## src/rtl/sms_pkg.sv

```systemverilog
// ============================================================================
// sms_pkg
// Shared types and constants of the sorted multiset statistics block.
// ============================================================================
package sms_pkg;

    // Store geometry and field widths
    localparam int CAPACITY   = 64;
    localparam int ADDR_W     = 6;
    localparam int VALUE_BITS = 16;
    localparam int CNT_W      = 7;
    localparam int SUM_W      = 22;
    localparam int SQR_W      = 32;
    localparam int SQ_W       = 37;
    localparam int PROD_W     = 44;
    localparam int DEN_W      = 13;
    localparam int AVG_W      = 32;
    localparam int MED_W      = 17;
    localparam int VAR_W      = 38;
    localparam int STD_W      = 31;

    // Shared divide / square-root unit
    localparam int DIVD_W     = 50;
    localparam int RAD_W      = 62;
    localparam int REM_W      = 34;
    localparam int STEP_W     = 6;
    localparam int DIV_STEPS  = 50;
    localparam int SQRT_STEPS = 31;

    // Operation codes of an input item
    localparam logic OP_ADD    = 1'b0;
    localparam logic OP_REMOVE = 1'b1;

    typedef enum logic [1:0] {
        STS_OK        = 2'd0,
        STS_NOT_FOUND = 2'd1,
        STS_FULL      = 2'd2,
        STS_EMPTY     = 2'd3
    } t_status;

    typedef enum logic [3:0] {
        S_IDLE,
        S_START,
        S_EDIT,
        S_STAT,
        S_MUL,
        S_NUM,
        S_DIV_MEAN,
        S_VAR_GO,
        S_DIV_VAR,
        S_SQRT_GO,
        S_SQRT,
        S_DONE
    } t_state;

    typedef enum logic {
        DU_DIV,
        DU_SQRT
    } t_du_mode;

    typedef struct packed {
        logic     start;
        t_du_mode mode;
    } t_du_ctrl;

    typedef struct packed {
        logic busy;
        logic done;
    } t_du_stat;

endpackage

```

## src/rtl/sms_channels.sv

```systemverilog
// ============================================================================
// sms_channels
// Valid/ready channels for input items and result items.
// ============================================================================
interface sms_in_if;
    logic                                  valid;
    logic                                  ready;
    logic                                  operation;
    logic signed [sms_pkg::VALUE_BITS-1:0] value;

    modport source (output valid, output operation, output value, input ready);
    modport sink   (input valid, input operation, input value, output ready);
endinterface

interface sms_out_if;
    logic                                  valid;
    logic                                  ready;
    logic [1:0]                            status;
    logic [sms_pkg::CNT_W-1:0]             count;
    logic signed [sms_pkg::VALUE_BITS-1:0] minimum;
    logic signed [sms_pkg::VALUE_BITS-1:0] maximum;
    logic [sms_pkg::VALUE_BITS-1:0]        spread;
    logic signed [sms_pkg::SUM_W-1:0]      total;
    logic signed [sms_pkg::AVG_W-1:0]      average;
    logic signed [sms_pkg::MED_W-1:0]      median_doubled;
    logic signed [sms_pkg::VALUE_BITS-1:0] mode_value;
    logic [sms_pkg::CNT_W-1:0]             mode_run;
    logic [sms_pkg::VAR_W-1:0]             spread_variance;
    logic [sms_pkg::STD_W-1:0]             std_deviation;

    modport source (
        output valid, output status, output count, output minimum, output maximum,
        output spread, output total, output average, output median_doubled,
        output mode_value, output mode_run, output spread_variance,
        output std_deviation, input ready
    );
    modport sink (
        input valid, input status, input count, input minimum, input maximum,
        input spread, input total, input average, input median_doubled,
        input mode_value, input mode_run, input spread_variance,
        input std_deviation, output ready
    );
endinterface

```

## src/rtl/sms_ram.sv

```systemverilog
// ============================================================================
// sms_ram
// Generic single-write, single-read RAM with registered read data.
// ============================================================================
module sms_ram #(
    parameter int WIDTH = sms_pkg::VALUE_BITS,
    parameter int DEPTH = sms_pkg::CAPACITY
) (
    input  logic                     i_clk,
    input  logic                     i_we,
    input  logic [$clog2(DEPTH)-1:0] i_waddr,
    input  logic [WIDTH-1:0]         i_wdata,
    input  logic [$clog2(DEPTH)-1:0] i_raddr,
    output logic [WIDTH-1:0]         o_rdata
);

    logic [WIDTH-1:0] r_mem [DEPTH];
    logic [WIDTH-1:0] r_rdata;

    // Write port and registered read port.
    always_ff @(posedge i_clk) begin
        if (i_we) begin
            r_mem[i_waddr] <= i_wdata;
        end
        r_rdata <= r_mem[i_raddr];
    end

    assign o_rdata = r_rdata;

endmodule

```

## src/rtl/sms_divsqrt.sv

```systemverilog
// ============================================================================
// sms_divsqrt
// Shared shift-and-subtract unit: restoring division one quotient bit per
// cycle, or integer square root one root bit per cycle.
// ============================================================================
module sms_divsqrt (
    input  logic                           i_clk,
    input  logic                           i_rst_n,
    input  sms_pkg::t_du_ctrl              i_ctrl,
    input  logic [sms_pkg::DIVD_W-1:0]     i_dividend,
    input  logic [sms_pkg::DEN_W-1:0]      i_divisor,
    input  logic [sms_pkg::RAD_W-1:0]      i_radicand,
    output sms_pkg::t_du_stat              o_stat,
    output logic [sms_pkg::DIVD_W-1:0]     o_result
);

    logic [sms_pkg::RAD_W-1:0]  r_a;
    logic [sms_pkg::REM_W-1:0]  r_rem;
    logic [sms_pkg::DIVD_W-1:0] r_q;
    logic [sms_pkg::DEN_W-1:0]  r_d;
    logic [sms_pkg::STEP_W-1:0] r_steps;
    sms_pkg::t_du_mode          r_mode;
    logic                       r_busy;
    logic                       r_done;

    logic [sms_pkg::REM_W-1:0]  w_rem_sh;
    logic [sms_pkg::REM_W-1:0]  w_trial;
    logic [sms_pkg::REM_W:0]    w_diff;
    logic                       w_ge;

    // One step: shift in the next digit, trial subtract.
    always_comb begin
        if (r_mode == sms_pkg::DU_DIV) begin
            w_rem_sh = {r_rem[sms_pkg::REM_W-2:0], r_a[sms_pkg::RAD_W-1]};
            w_trial  = sms_pkg::REM_W'(r_d);
        end else begin
            w_rem_sh = {r_rem[sms_pkg::REM_W-3:0], r_a[sms_pkg::RAD_W-1:sms_pkg::RAD_W-2]};
            w_trial  = {r_q[sms_pkg::REM_W-3:0], 2'b01};
        end
        w_diff = {1'b0, w_rem_sh} - {1'b0, w_trial};
        w_ge   = ~w_diff[sms_pkg::REM_W];
    end

    // Control: busy while steps remain, done pulses after the last step.
    always_ff @(posedge i_clk) begin
        if (!i_rst_n) begin
            r_busy <= 1'b0;
            r_done <= 1'b0;
        end else begin
            r_done <= !i_ctrl.start && r_busy && (r_steps == sms_pkg::STEP_W'(1));
            if (i_ctrl.start) begin
                r_busy <= 1'b1;
            end else if (r_busy && r_steps == sms_pkg::STEP_W'(1)) begin
                r_busy <= 1'b0;
            end
        end
    end

    // Datapath.
    always_ff @(posedge i_clk) begin
        if (i_ctrl.start) begin
            r_mode <= i_ctrl.mode;
            r_d    <= i_divisor;
            r_rem  <= '0;
            r_q    <= '0;
            if (i_ctrl.mode == sms_pkg::DU_DIV) begin
                r_a     <= {i_dividend, {(sms_pkg::RAD_W - sms_pkg::DIVD_W){1'b0}}};
                r_steps <= sms_pkg::STEP_W'(sms_pkg::DIV_STEPS);
            end else begin
                r_a     <= i_radicand;
                r_steps <= sms_pkg::STEP_W'(sms_pkg::SQRT_STEPS);
            end
        end else if (r_busy) begin
            r_a     <= (r_mode == sms_pkg::DU_DIV) ? (r_a << 1) : (r_a << 2);
            r_rem   <= w_ge ? w_diff[sms_pkg::REM_W-1:0] : w_rem_sh;
            r_q     <= {r_q[sms_pkg::DIVD_W-2:0], w_ge};
            r_steps <= r_steps - sms_pkg::STEP_W'(1);
        end
    end

    assign o_stat.busy = r_busy;
    assign o_stat.done = r_done;
    assign o_result    = r_q;

endmodule

```

## src/rtl/sorted_multiset_statistics.sv

```systemverilog
// ============================================================================
// sorted_multiset_statistics
// Sorted multiset of signed values in a RAM with running statistics.
// ============================================================================
// An item that changes the store runs an edit pass and a statistics pass over
// the store RAM, then the mean and variance divisions and the square root; a
// removal of a value not held, or one that empties the store, ends after the edit
// pass, and an item refused for a full or empty store ends at the start check.
// One item at a time; a finished result waits in the output register while the
// next item is taken. Passes take one entry per cycle; the divide unit one bit.
// Reset (synchronous, active low) empties the store and zeroes the statistics.
module sorted_multiset_statistics (
    input  logic      i_clk,
    input  logic      i_rst_n,
    sms_in_if.sink    i_in,
    sms_out_if.source o_out
);

    localparam int VB = sms_pkg::VALUE_BITS;

    sms_pkg::t_state  r_state, n_state;
    sms_pkg::t_status r_status;

    logic                             r_op;
    logic signed [VB-1:0]             r_val;
    logic [sms_pkg::CNT_W-1:0]        r_cnt;
    logic [sms_pkg::CNT_W-1:0]        r_idx;
    logic                             r_pv;
    logic [sms_pkg::CNT_W-1:0]        r_pidx;
    logic                             r_hit;
    logic signed [VB-1:0]             r_carry;

    logic signed [sms_pkg::SUM_W-1:0] r_acc_s;
    logic [sms_pkg::SQR_W-1:0]        r_sqr;
    logic                             r_sq_pv;
    logic [sms_pkg::SQ_W-1:0]         r_acc_sq;
    logic signed [VB-1:0]             r_prev;
    logic [sms_pkg::CNT_W-1:0]        r_run_cur;
    logic signed [VB-1:0]             r_lo;
    logic signed [VB-1:0]             r_hi;
    logic [sms_pkg::PROD_W-1:0]       r_nsq;
    logic [sms_pkg::PROD_W-1:0]       r_ss;
    logic [sms_pkg::PROD_W-1:0]       r_num;
    logic [sms_pkg::DEN_W-1:0]        r_den;
    logic [sms_pkg::SUM_W-1:0]        r_mag;

    // Held statistics
    logic signed [VB-1:0]             r_min;
    logic signed [VB-1:0]             r_max;
    logic [VB-1:0]                    r_spread;
    logic signed [sms_pkg::SUM_W-1:0] r_total;
    logic [sms_pkg::AVG_W-1:0]        r_avg;
    logic signed [sms_pkg::MED_W-1:0] r_med2;
    logic signed [VB-1:0]             r_mode;
    logic [sms_pkg::CNT_W-1:0]        r_run;
    logic [sms_pkg::VAR_W-1:0]        r_var;
    logic [sms_pkg::STD_W-1:0]        r_std;

    // Output register
    logic                             r_out_valid;
    sms_pkg::t_status                 r_o_status;
    logic [sms_pkg::CNT_W-1:0]        r_o_count;
    logic signed [VB-1:0]             r_o_min;
    logic signed [VB-1:0]             r_o_max;
    logic [VB-1:0]                    r_o_spread;
    logic signed [sms_pkg::SUM_W-1:0] r_o_total;
    logic [sms_pkg::AVG_W-1:0]        r_o_avg;
    logic signed [sms_pkg::MED_W-1:0] r_o_med2;
    logic signed [VB-1:0]             r_o_mode;
    logic [sms_pkg::CNT_W-1:0]        r_o_run;
    logic [sms_pkg::VAR_W-1:0]        r_o_var;
    logic [sms_pkg::STD_W-1:0]        r_o_std;

    logic                             w_ram_we;
    logic [sms_pkg::ADDR_W-1:0]       w_ram_waddr;
    logic [VB-1:0]                    w_ram_wdata;
    logic [VB-1:0]                    w_ram_rdata;
    logic signed [VB-1:0]             w_x;
    logic signed [sms_pkg::SQR_W-1:0] w_sq;
    logic                             w_pass_end;
    logic [sms_pkg::CNT_W-1:0]        w_run_new;
    logic signed [sms_pkg::PROD_W-1:0] w_ss;
    logic [sms_pkg::AVG_W-1:0]        w_q32;
    logic                             w_in_xfer;
    logic                             w_slot_free;

    sms_pkg::t_du_ctrl                w_du_ctrl;
    sms_pkg::t_du_stat                w_du_stat;
    logic [sms_pkg::DIVD_W-1:0]       w_du_dividend;
    logic [sms_pkg::DEN_W-1:0]        w_du_divisor;
    logic [sms_pkg::DIVD_W-1:0]       w_du_result;

    sms_ram #(
        .WIDTH (VB),
        .DEPTH (sms_pkg::CAPACITY)
    ) u_store (
        .i_clk   (i_clk),
        .i_we    (w_ram_we),
        .i_waddr (w_ram_waddr),
        .i_wdata (w_ram_wdata),
        .i_raddr (r_idx[sms_pkg::ADDR_W-1:0]),
        .o_rdata (w_ram_rdata)
    );

    sms_divsqrt u_divsqrt (
        .i_clk      (i_clk),
        .i_rst_n    (i_rst_n),
        .i_ctrl     (w_du_ctrl),
        .i_dividend (w_du_dividend),
        .i_divisor  (w_du_divisor),
        .i_radicand ({r_var, 24'd0}),
        .o_stat     (w_du_stat),
        .o_result   (w_du_result)
    );

    // Helper terms of the passes.
    assign w_x         = signed'(w_ram_rdata);
    assign w_sq        = w_x * w_x;
    assign w_pass_end  = (r_idx == r_cnt) && !r_pv;
    assign w_run_new   = (r_pidx != '0 && w_x == r_prev) ? r_run_cur + 1'b1
                                                         : sms_pkg::CNT_W'(1);
    assign w_ss        = r_acc_s * r_acc_s;
    assign w_q32       = w_du_result[sms_pkg::AVG_W-1:0];
    assign w_in_xfer   = i_in.valid && i_in.ready;
    assign w_slot_free = !r_out_valid || o_out.ready;

    // Next state.
    always_comb begin
        n_state = r_state;
        case (r_state)
            sms_pkg::S_IDLE: begin
                if (w_in_xfer) n_state = sms_pkg::S_START;
            end
            sms_pkg::S_START: begin
                if (r_op == sms_pkg::OP_ADD && r_cnt == sms_pkg::CNT_W'(sms_pkg::CAPACITY))
                    n_state = sms_pkg::S_DONE;
                else if (r_op == sms_pkg::OP_REMOVE && r_cnt == '0)
                    n_state = sms_pkg::S_DONE;
                else
                    n_state = sms_pkg::S_EDIT;
            end
            sms_pkg::S_EDIT: begin
                if (w_pass_end) begin
                    if (r_op == sms_pkg::OP_ADD)
                        n_state = sms_pkg::S_STAT;
                    else if (r_hit && r_cnt != sms_pkg::CNT_W'(1))
                        n_state = sms_pkg::S_STAT;
                    else
                        n_state = sms_pkg::S_DONE;
                end
            end
            sms_pkg::S_STAT: begin
                if (w_pass_end && !r_sq_pv) n_state = sms_pkg::S_MUL;
            end
            sms_pkg::S_MUL:      n_state = sms_pkg::S_NUM;
            sms_pkg::S_NUM:      n_state = sms_pkg::S_DIV_MEAN;
            sms_pkg::S_DIV_MEAN: begin
                if (w_du_stat.done) n_state = sms_pkg::S_VAR_GO;
            end
            sms_pkg::S_VAR_GO:   n_state = sms_pkg::S_DIV_VAR;
            sms_pkg::S_DIV_VAR: begin
                if (w_du_stat.done) n_state = sms_pkg::S_SQRT_GO;
            end
            sms_pkg::S_SQRT_GO:  n_state = sms_pkg::S_SQRT;
            sms_pkg::S_SQRT: begin
                if (w_du_stat.done) n_state = sms_pkg::S_DONE;
            end
            sms_pkg::S_DONE: begin
                if (w_slot_free) n_state = sms_pkg::S_IDLE;
            end
            default:             n_state = sms_pkg::S_IDLE;
        endcase
    end

    // Control outputs: store writes, divide unit starts, input ready.
    always_comb begin
        w_ram_we      = 1'b0;
        w_ram_waddr   = r_pidx[sms_pkg::ADDR_W-1:0];
        w_ram_wdata   = r_carry;
        w_du_ctrl     = '{start: 1'b0, mode: sms_pkg::DU_DIV};
        w_du_dividend = sms_pkg::DIVD_W'({r_mag, 16'd0});
        w_du_divisor  = sms_pkg::DEN_W'(r_cnt);
        case (r_state)
            sms_pkg::S_EDIT: begin
                if (r_pv) begin
                    if (r_op == sms_pkg::OP_ADD) begin
                        if (r_hit) begin
                            w_ram_we = 1'b1;
                        end else if (w_x > r_val) begin
                            w_ram_we    = 1'b1;
                            w_ram_wdata = r_val;
                        end
                    end else if (r_hit) begin
                        w_ram_we    = 1'b1;
                        w_ram_waddr = r_pidx[sms_pkg::ADDR_W-1:0] - 1'b1;
                        w_ram_wdata = w_x;
                    end
                end else if (w_pass_end && r_op == sms_pkg::OP_ADD) begin
                    // Tail entry of an insertion.
                    w_ram_we    = 1'b1;
                    w_ram_waddr = r_cnt[sms_pkg::ADDR_W-1:0];
                    w_ram_wdata = r_hit ? r_carry : r_val;
                end
            end
            sms_pkg::S_NUM: begin
                w_du_ctrl.start = 1'b1;
            end
            sms_pkg::S_VAR_GO: begin
                w_du_ctrl.start = 1'b1;
                w_du_dividend   = sms_pkg::DIVD_W'({r_num, 8'd0});
                w_du_divisor    = r_den;
            end
            sms_pkg::S_SQRT_GO: begin
                w_du_ctrl = '{start: 1'b1, mode: sms_pkg::DU_SQRT};
            end
            default: begin
            end
        endcase
    end

    assign i_in.ready = (r_state == sms_pkg::S_IDLE);

    // Control registers.
    always_ff @(posedge i_clk) begin
        if (!i_rst_n) begin
            r_state     <= sms_pkg::S_IDLE;
            r_cnt       <= '0;
            r_pv        <= 1'b0;
            r_sq_pv     <= 1'b0;
            r_out_valid <= 1'b0;
            r_min       <= '0;
            r_max       <= '0;
            r_spread    <= '0;
            r_total     <= '0;
            r_avg       <= '0;
            r_med2      <= '0;
            r_mode      <= '0;
            r_run       <= '0;
            r_var       <= '0;
            r_std       <= '0;
        end else begin
            r_state <= n_state;
            // A finished result loads the output register; a transfer empties it.
            if (r_state == sms_pkg::S_DONE && w_slot_free)
                r_out_valid <= 1'b1;
            else if (o_out.valid && o_out.ready)
                r_out_valid <= 1'b0;
            case (r_state)
                sms_pkg::S_IDLE: begin
                    r_pv <= 1'b0;
                end
                sms_pkg::S_EDIT, sms_pkg::S_STAT: begin
                    r_pv    <= (r_idx < r_cnt);
                    r_sq_pv <= r_pv && (r_state == sms_pkg::S_STAT);
                    if (r_state == sms_pkg::S_EDIT && w_pass_end) begin
                        if (r_op == sms_pkg::OP_ADD)
                            r_cnt <= r_cnt + 1'b1;
                        else if (r_hit)
                            r_cnt <= r_cnt - 1'b1;
                    end
                    // Statistics of the pass that need only one entry each.
                    if (r_state == sms_pkg::S_STAT && r_pv) begin
                        if (r_pidx == '0) r_min <= w_x;
                        if (r_pidx == r_cnt - 1'b1) r_max <= w_x;
                        if (r_run < w_run_new) begin
                            r_run  <= w_run_new;
                            r_mode <= w_x;
                        end
                    end
                    if (r_state == sms_pkg::S_EDIT && n_state == sms_pkg::S_STAT) begin
                        r_run  <= sms_pkg::CNT_W'(1);
                        r_mode <= '0;
                    end
                end
                sms_pkg::S_MUL: begin
                    r_total  <= r_acc_s;
                    r_spread <= r_max - r_min;
                    r_med2   <= {r_hi[VB-1], r_hi} +
                                (r_cnt[0] ? {r_hi[VB-1], r_hi} : {r_lo[VB-1], r_lo});
                end
                sms_pkg::S_DIV_MEAN: begin
                    if (w_du_stat.done) r_avg <= r_total[sms_pkg::SUM_W-1] ? -w_q32 : w_q32;
                end
                sms_pkg::S_DIV_VAR: begin
                    if (w_du_stat.done) r_var <= w_du_result[sms_pkg::VAR_W-1:0];
                end
                sms_pkg::S_SQRT: begin
                    if (w_du_stat.done) r_std <= w_du_result[sms_pkg::STD_W-1:0];
                end
                default: begin
                end
            endcase
        end
    end

    // Payload registers.
    always_ff @(posedge i_clk) begin
        case (r_state)
            sms_pkg::S_IDLE: begin
                if (w_in_xfer) begin
                    r_op     <= i_in.operation;
                    r_val    <= i_in.value;
                    r_status <= sms_pkg::STS_OK;
                    r_idx    <= '0;
                    r_hit    <= 1'b0;
                end
            end
            sms_pkg::S_START: begin
                if (r_op == sms_pkg::OP_ADD && r_cnt == sms_pkg::CNT_W'(sms_pkg::CAPACITY))
                    r_status <= sms_pkg::STS_FULL;
                else if (r_op == sms_pkg::OP_REMOVE && r_cnt == '0)
                    r_status <= sms_pkg::STS_EMPTY;
            end
            sms_pkg::S_EDIT: begin
                if (r_idx < r_cnt) begin
                    r_pidx <= r_idx;
                    r_idx  <= r_idx + 1'b1;
                end
                // Insertion carries each displaced entry one place up;
                // removal moves each later entry one place down.
                if (r_pv) begin
                    if (r_op == sms_pkg::OP_ADD) begin
                        if (r_hit) begin
                            r_carry <= w_x;
                        end else if (w_x > r_val) begin
                            r_hit   <= 1'b1;
                            r_carry <= w_x;
                        end
                    end else if (!r_hit && w_x == r_val) begin
                        r_hit <= 1'b1;
                    end
                end
                if (w_pass_end) begin
                    if (r_op == sms_pkg::OP_REMOVE && !r_hit)
                        r_status <= sms_pkg::STS_NOT_FOUND;
                    r_idx     <= '0;
                    r_acc_s   <= '0;
                    r_acc_sq  <= '0;
                    r_run_cur <= sms_pkg::CNT_W'(1);
                end
            end
            sms_pkg::S_STAT: begin
                if (r_idx < r_cnt) begin
                    r_pidx <= r_idx;
                    r_idx  <= r_idx + 1'b1;
                end
                if (r_pv) begin
                    r_acc_s   <= r_acc_s + sms_pkg::SUM_W'(w_x);
                    r_sqr     <= unsigned'(w_sq);
                    r_prev    <= w_x;
                    r_run_cur <= w_run_new;
                    if (r_pidx == (r_cnt >> 1)) r_hi <= w_x;
                    if (r_pidx == (r_cnt >> 1) - 1'b1) r_lo <= w_x;
                end
                if (r_sq_pv) r_acc_sq <= r_acc_sq + sms_pkg::SQ_W'(r_sqr);
            end
            sms_pkg::S_MUL: begin
                r_nsq <= sms_pkg::PROD_W'(r_cnt) * sms_pkg::PROD_W'(r_acc_sq);
                r_ss  <= unsigned'(w_ss);
                r_den <= sms_pkg::DEN_W'(r_cnt) * sms_pkg::DEN_W'(r_cnt);
                r_mag <= r_acc_s[sms_pkg::SUM_W-1] ? unsigned'(-r_acc_s) : unsigned'(r_acc_s);
            end
            sms_pkg::S_NUM: begin
                r_num <= r_nsq - r_ss;
            end
            sms_pkg::S_DONE: begin
                if (w_slot_free) begin
                    r_o_status <= r_status;
                    r_o_count  <= r_cnt;
                    r_o_min    <= r_min;
                    r_o_max    <= r_max;
                    r_o_spread <= r_spread;
                    r_o_total  <= r_total;
                    r_o_avg    <= r_avg;
                    r_o_med2   <= r_med2;
                    r_o_mode   <= r_mode;
                    r_o_run    <= r_run;
                    r_o_var    <= r_var;
                    r_o_std    <= r_std;
                end
            end
            default: begin
            end
        endcase
    end

    // Result channel.
    assign o_out.valid           = r_out_valid;
    assign o_out.status          = r_o_status;
    assign o_out.count           = r_o_count;
    assign o_out.minimum         = r_o_min;
    assign o_out.maximum         = r_o_max;
    assign o_out.spread          = r_o_spread;
    assign o_out.total           = r_o_total;
    assign o_out.average         = signed'(r_o_avg);
    assign o_out.median_doubled  = r_o_med2;
    assign o_out.mode_value      = r_o_mode;
    assign o_out.mode_run        = r_o_run;
    assign o_out.spread_variance = r_o_var;
    assign o_out.std_deviation   = r_o_std;

    // The fill count never passes the store size.
    a_cnt_bound: assert property (@(posedge i_clk) disable iff (!i_rst_n)
        r_cnt <= sms_pkg::CNT_W'(sms_pkg::CAPACITY))
        else $error("store fill count above capacity");

    // A full-store result reports a full count.
    a_full_count: assert property (@(posedge i_clk) disable iff (!i_rst_n)
        (o_out.valid && o_out.status == sms_pkg::STS_FULL)
        |-> o_out.count == sms_pkg::CNT_W'(sms_pkg::CAPACITY))
        else $error("full status with a count below capacity");

    // An empty-store result reports a zero count.
    a_empty_count: assert property (@(posedge i_clk) disable iff (!i_rst_n)
        (o_out.valid && o_out.status == sms_pkg::STS_EMPTY) |-> o_out.count == '0)
        else $error("empty status with a nonzero count");

    // The shared unit finishes only while the sequencer waits for it.
    a_du_done: assert property (@(posedge i_clk) disable iff (!i_rst_n)
        w_du_stat.done |-> (r_state == sms_pkg::S_DIV_MEAN ||
                            r_state == sms_pkg::S_DIV_VAR ||
                            r_state == sms_pkg::S_SQRT))
        else $error("divide unit finished outside a wait state");

    // The shared unit is never restarted while it is busy.
    a_du_start: assert property (@(posedge i_clk) disable iff (!i_rst_n)
        w_du_ctrl.start |-> !w_du_stat.busy)
        else $error("divide unit started while busy");

endmodule
```

## src/flat_wrapper.sv

```systemverilog
// flat-port wrapper written by rule: the top's interface ports become plain ports
module sorted_multiset_statistics_flat 
  (i_clk, i_rst_n, i_in_valid, i_in_operation, i_in_value, i_in_ready, o_out_valid, o_out_status, o_out_count, o_out_minimum, o_out_maximum, o_out_spread, o_out_total, o_out_average, o_out_median_doubled, o_out_mode_value, o_out_mode_run, o_out_spread_variance, o_out_std_deviation, o_out_ready);
  sms_in_if i_in_i ();
  sms_out_if o_out_i ();
  input  logic i_clk;
  input  logic i_rst_n;
  input wire logic [$bits(i_in_i.valid)-1:0] i_in_valid;
  input wire logic [$bits(i_in_i.operation)-1:0] i_in_operation;
  input wire logic [$bits(i_in_i.value)-1:0] i_in_value;
  output wire logic [$bits(i_in_i.ready)-1:0] i_in_ready;
  output wire logic [$bits(o_out_i.valid)-1:0] o_out_valid;
  output wire logic [$bits(o_out_i.status)-1:0] o_out_status;
  output wire logic [$bits(o_out_i.count)-1:0] o_out_count;
  output wire logic [$bits(o_out_i.minimum)-1:0] o_out_minimum;
  output wire logic [$bits(o_out_i.maximum)-1:0] o_out_maximum;
  output wire logic [$bits(o_out_i.spread)-1:0] o_out_spread;
  output wire logic [$bits(o_out_i.total)-1:0] o_out_total;
  output wire logic [$bits(o_out_i.average)-1:0] o_out_average;
  output wire logic [$bits(o_out_i.median_doubled)-1:0] o_out_median_doubled;
  output wire logic [$bits(o_out_i.mode_value)-1:0] o_out_mode_value;
  output wire logic [$bits(o_out_i.mode_run)-1:0] o_out_mode_run;
  output wire logic [$bits(o_out_i.spread_variance)-1:0] o_out_spread_variance;
  output wire logic [$bits(o_out_i.std_deviation)-1:0] o_out_std_deviation;
  input wire logic [$bits(o_out_i.ready)-1:0] o_out_ready;
  assign i_in_i.valid = i_in_valid;
  assign i_in_i.operation = i_in_operation;
  assign i_in_i.value = i_in_value;
  assign i_in_ready = i_in_i.ready;
  assign o_out_valid = o_out_i.valid;
  assign o_out_status = o_out_i.status;
  assign o_out_count = o_out_i.count;
  assign o_out_minimum = o_out_i.minimum;
  assign o_out_maximum = o_out_i.maximum;
  assign o_out_spread = o_out_i.spread;
  assign o_out_total = o_out_i.total;
  assign o_out_average = o_out_i.average;
  assign o_out_median_doubled = o_out_i.median_doubled;
  assign o_out_mode_value = o_out_i.mode_value;
  assign o_out_mode_run = o_out_i.mode_run;
  assign o_out_spread_variance = o_out_i.spread_variance;
  assign o_out_std_deviation = o_out_i.std_deviation;
  assign o_out_i.ready = o_out_ready;
  sorted_multiset_statistics u_core (.i_clk(i_clk), .i_rst_n(i_rst_n), .i_in(i_in_i), .o_out(o_out_i));
endmodule
```

## config.mk

```make
export PLATFORM = sky130hd
export DESIGN_NAME = sorted_multiset_statistics_flat
export DESIGN_NICKNAME = d
export VERILOG_FILES = /design/src/rtl/sms_pkg.sv /design/src/rtl/sms_channels.sv /design/src/rtl/sms_ram.sv /design/src/rtl/sms_divsqrt.sv /design/src/rtl/sorted_multiset_statistics.sv /design/src/flat_wrapper.sv
export SDC_FILE = /design/constraint.sdc
export NUM_CORES = 2
export LEC_CHECK = 0
export BUFFER_PORTS_ARGS = -buffer_cell sky130_fd_sc_hd__buf_2
export CAP_MARGIN = 0
export CORE_MARGIN = 3
export CORE_UTILIZATION = 64
export DETAILED_ROUTE_END_ITERATION = 8
export PLACE_DENSITY = 0.78
export SLEW_MARGIN = 20
export SYNTH_ARGS = -nofsm -noshare
export SYNTH_HDL_FRONTEND = slang
export SYNTH_SLANG_ARGS = --single-unit
```

## constraint.sdc

```tcl
create_clock -name i_clk -period 23.8 [get_ports i_clk]
set_input_delay 2.38 -clock i_clk [delete_from_list [all_inputs] [get_ports i_clk]]
set_output_delay 2.38 -clock i_clk [all_outputs]
set_load 0.03 [all_outputs]
```

==> flow_summary.yaml <==
setup_path:
  worst-r2r-cell-count: 24
  cp_data_arrival_time_ns: 8.99
  critPathMaxFanout: 17
  cp_num_buf_inv: 6
  crit_path_end_kind: "register"
  r2r_setup_slack_ns: 15.36
  worstReg2RegStart: "u_core.r_acc_s[10]"
  crit_type: "reg2reg"
  crit_path_top_delay_cell: "edfxtp_1"
  crit_family: "adder cells"
  required_ns: 24.35
  crit_top_cell: "fa_1"
  start_kind: "register"
  worst_r2r_endpoint: "u_core.r_ss[38]"
  cpPeakStageDelay_ns: 0.84
  cp_cell_sequence: "buf_4 -> and2_1 -> fa_1 -> inv_1 -> fa_1 -> fa_1 -> inv_1 -> fa_1 -> fa_1 -> fa_1 -> inv_1 -> fa_1 -> inv_1 -> ha_1 -> and2_1 -> nand4_1 -> inv_1 -> nor4bb_1 -> o21ai_1 -> o31ai_1 -> a221oi_1 -> o21ai_1 -> o21ai_0 -> xnor2_1"
detailed_routing:
  top_layer_used: "met5"
  vias: 73800
  drc: 0
  vias_per_cell: 6.31
  wl_met3_um: 27000
  wire_per_inst_um: 26.1
  wl_met2_um: 150000
  dr.pass1.iters: 9
  wl_um: 305000
  postRouteAntennaNets: 0
  drtIter0Drc: 7912
  routedLengthMet1_um: 105000
finish:
  fin_nets: 10600
  multi_input_area_um2: 53300
  layout_commonest_cell: "edfxtp_1"
  fill_cells: 11500
  layout-drive-gt1-share_pct: 12.9
  syn2layout_area_growth_pct: 9.30
  regArea_um2: 56100
  final_cell_mix: "1658 x edfxtp_1, 1137 x inv_1, 900 x nand2_1, 870 x fa_1, 504 x ha_1"
sta:
  slew_headroom_pct: 17.9
  skew_ns: 0.0766
  worst_pin_slew_ns: 1.23
  finalSetupViolations: 0
  min_period_ns: 8.44
  fin_crit_sh_pct: 35.5
  final_max_slew_viol_count: 0
  rsz0062_at_grt: "no"
  fmax_ghz: 0.118
  finalHoldViolCount: 0
  setup_tns_ns: 0
clocking:
  insertion_delay_ns: 0.88
  cts_setup_buffers: 0
  cts_tree: "done"
  cts_max_level: 4
  root_buffer: "clkbuf_16"
  ctsResizeCount: 0
  cts_sinks: 1972
  clk_pin_slew_ns: 0.07
  clock_path_buffers: 3
  cts_hold_buf: 0
  numCtsBuffers: 193
synth:
  syn_avg_cell_area_um2: 12.8
  synth_nets: 10400
  synth_area_leaders: "edfxtp_1 43%, fa_1 15%, mux4_2 6.6%, ha_1 5.5%, dfxtp_1 5.5%"
  ys.warnings.count: 0
  yosysTopAreaCell: "edfxtp_1"
  async_reset_ff_share_pct: 0
  synthCells: 8987
  ys_types: 100
  yosysTopAreaCellShare_pct: 43.3
  synth_flop_cell: "edfxtp_1"
  ys_seq_area_share_pct: 48.8
  synth_edf_count: 1658
  synth-seq-cells: 1972
  netlist_area_um2: 115000
floorplan:
  placementRows: 154
  io_pins: 243
  die_y_um: 430
  die_w_um: 430
  die-area_um2: 185000
  core_area_um2: 177000
  start_util_pct: 64.8
global_routing:
  antenna_found_initial: 12
  track_usage_pct: 33.4
  grt_pass1_vias: 76900
  overflow: 0
  grt_start_max_net_pins: 103
  grt_pass1_wl_um: 464000
hold_path:
  hp-start: "u_core.r_std[8]"
  whs_path_depth: 0
  hold_path.class: "reg2reg"
  holdPathEnd: "u_core.o_out.std_deviation[8]"
place:
  port-buffer-count: 242
  place_congestion: 0.933
  dpl.hpwl_um: 203000
outcome:
  outcome: "finished, final reports clean"
job:
  cap_violations: 0
-- Yosys cell counts, types with 44 or more instances --
master / n
o21ai_0: 228
mux4_2: 336
nand2b_1: 55
inv_1: 1139
nor2b_1: 44
edfxtp_1: 1658
nor3_1: 73
dfxtp_1: 314
buf_1: 76
fa_1: 870
mux2i_1: 125
xor2_1: 145
clkbuf_1: 309
mux2_2: 51
a211oi_1: 58
and2_1: 163
nand3_1: 78
nor2_1: 543
xnor2_1: 244
nand2_1: 901
ha_1: 504
nand4_1: 58
a21o_1: 119
a21oi_1: 403
-- cell type report --
class	instances	area share, %
flip-flops and latches	1972	44.7
multi-input cells	5462	42.5
clock buffers	250	4.14
inverters	1152	3.45
well taps	2340	2.33
repair buffers	393	1.88
clock inverters	116	1.04
diodes	9	0.0179
-- worst max-delay path by stage --
stage / from / to / slack (ns) / depth (start not counted)
6_report: u_core.r_acc_s[10] / u_core.r_ss[38] / 15.36 / 24
5_1_grt: u_core.r_acc_s[10] / u_core.r_ss[38] / 15.11 / 24
4_1_cts: u_core.r_acc_s[7] / u_core.r_ss[38] / 15.47 / 24
3_5_place_dp: u_core.r_acc_s[7] / u_core.r_ss[38] / 15.56 / 24
3_3_place_gp: u_core.r_acc_s[10] / u_core.r_ss[36] / 15.75 / 25
2_1_floorplan: o_out_ready / u_core.o_out.average[0] / 5.39 / 2
-- per-layer routing --
| metal | track usage [%] | vias to the layer above |
|---|---|---|
| met4 | 22.1 | 2 |
| met1 | 39.9 | 36900 |
| li1 | - | 31500 |
| met2 | 55.4 | 4236 |
| met5 | 0 | - |
| met3 | 6.78 | 1061 |
-- state kept, by name (all words and copies together), names as in the netlist, 38 cells and up --
signal / cells
u_core.o_out.spread_variance: 38
u_core.u_divsqrt.o_result: 38
u_core.r_var: 38
u_core.r_nsq: 42
u_core.r_num: 42
u_core.r_ss: 40
u_core.u_store.r_mem: 1024
u_core.u_divsqrt.r_a: 42
-- logic make-up after synthesis --
kind of cell | Yosys count | share of synthesized area (%)
xor gates and xnor gates | 389 | 2.97
and+or+nand+nor | 2034 | 7.87
muxes | 512 | 8.18
AOI/OAI and AO/OA | 1153 | 6.40
buffers and inverters | 1553 | 5.13
DFF | 1972 | 48.8
adders and majority gates | 1374 | 20.6
-- stage by stage --
stage | area [um2] | cells | setup slack [ns] | hold WS [ns] | utilization (%)
after detailed placement | 119000 | 11300 | 15.56 | 0.415 | 67.0
after floorplan | 115000 | 8987 | 5.39 | 0.400 | -
after CTS | 125000 | 11700 | 15.47 | 0.419 | 70.7
final | 126000 | 11700 | 15.36 | 0.414 | 70.8
after global routing | 126000 | 11700 | 15.11 | 0.433 | 70.8
after global placement | 119000 | 11300 | 15.75 | 0.414 | 67.0
Power is not shown: default switching activity piles up to over one toggle a cycle in this logic, so the estimate is an artifact.
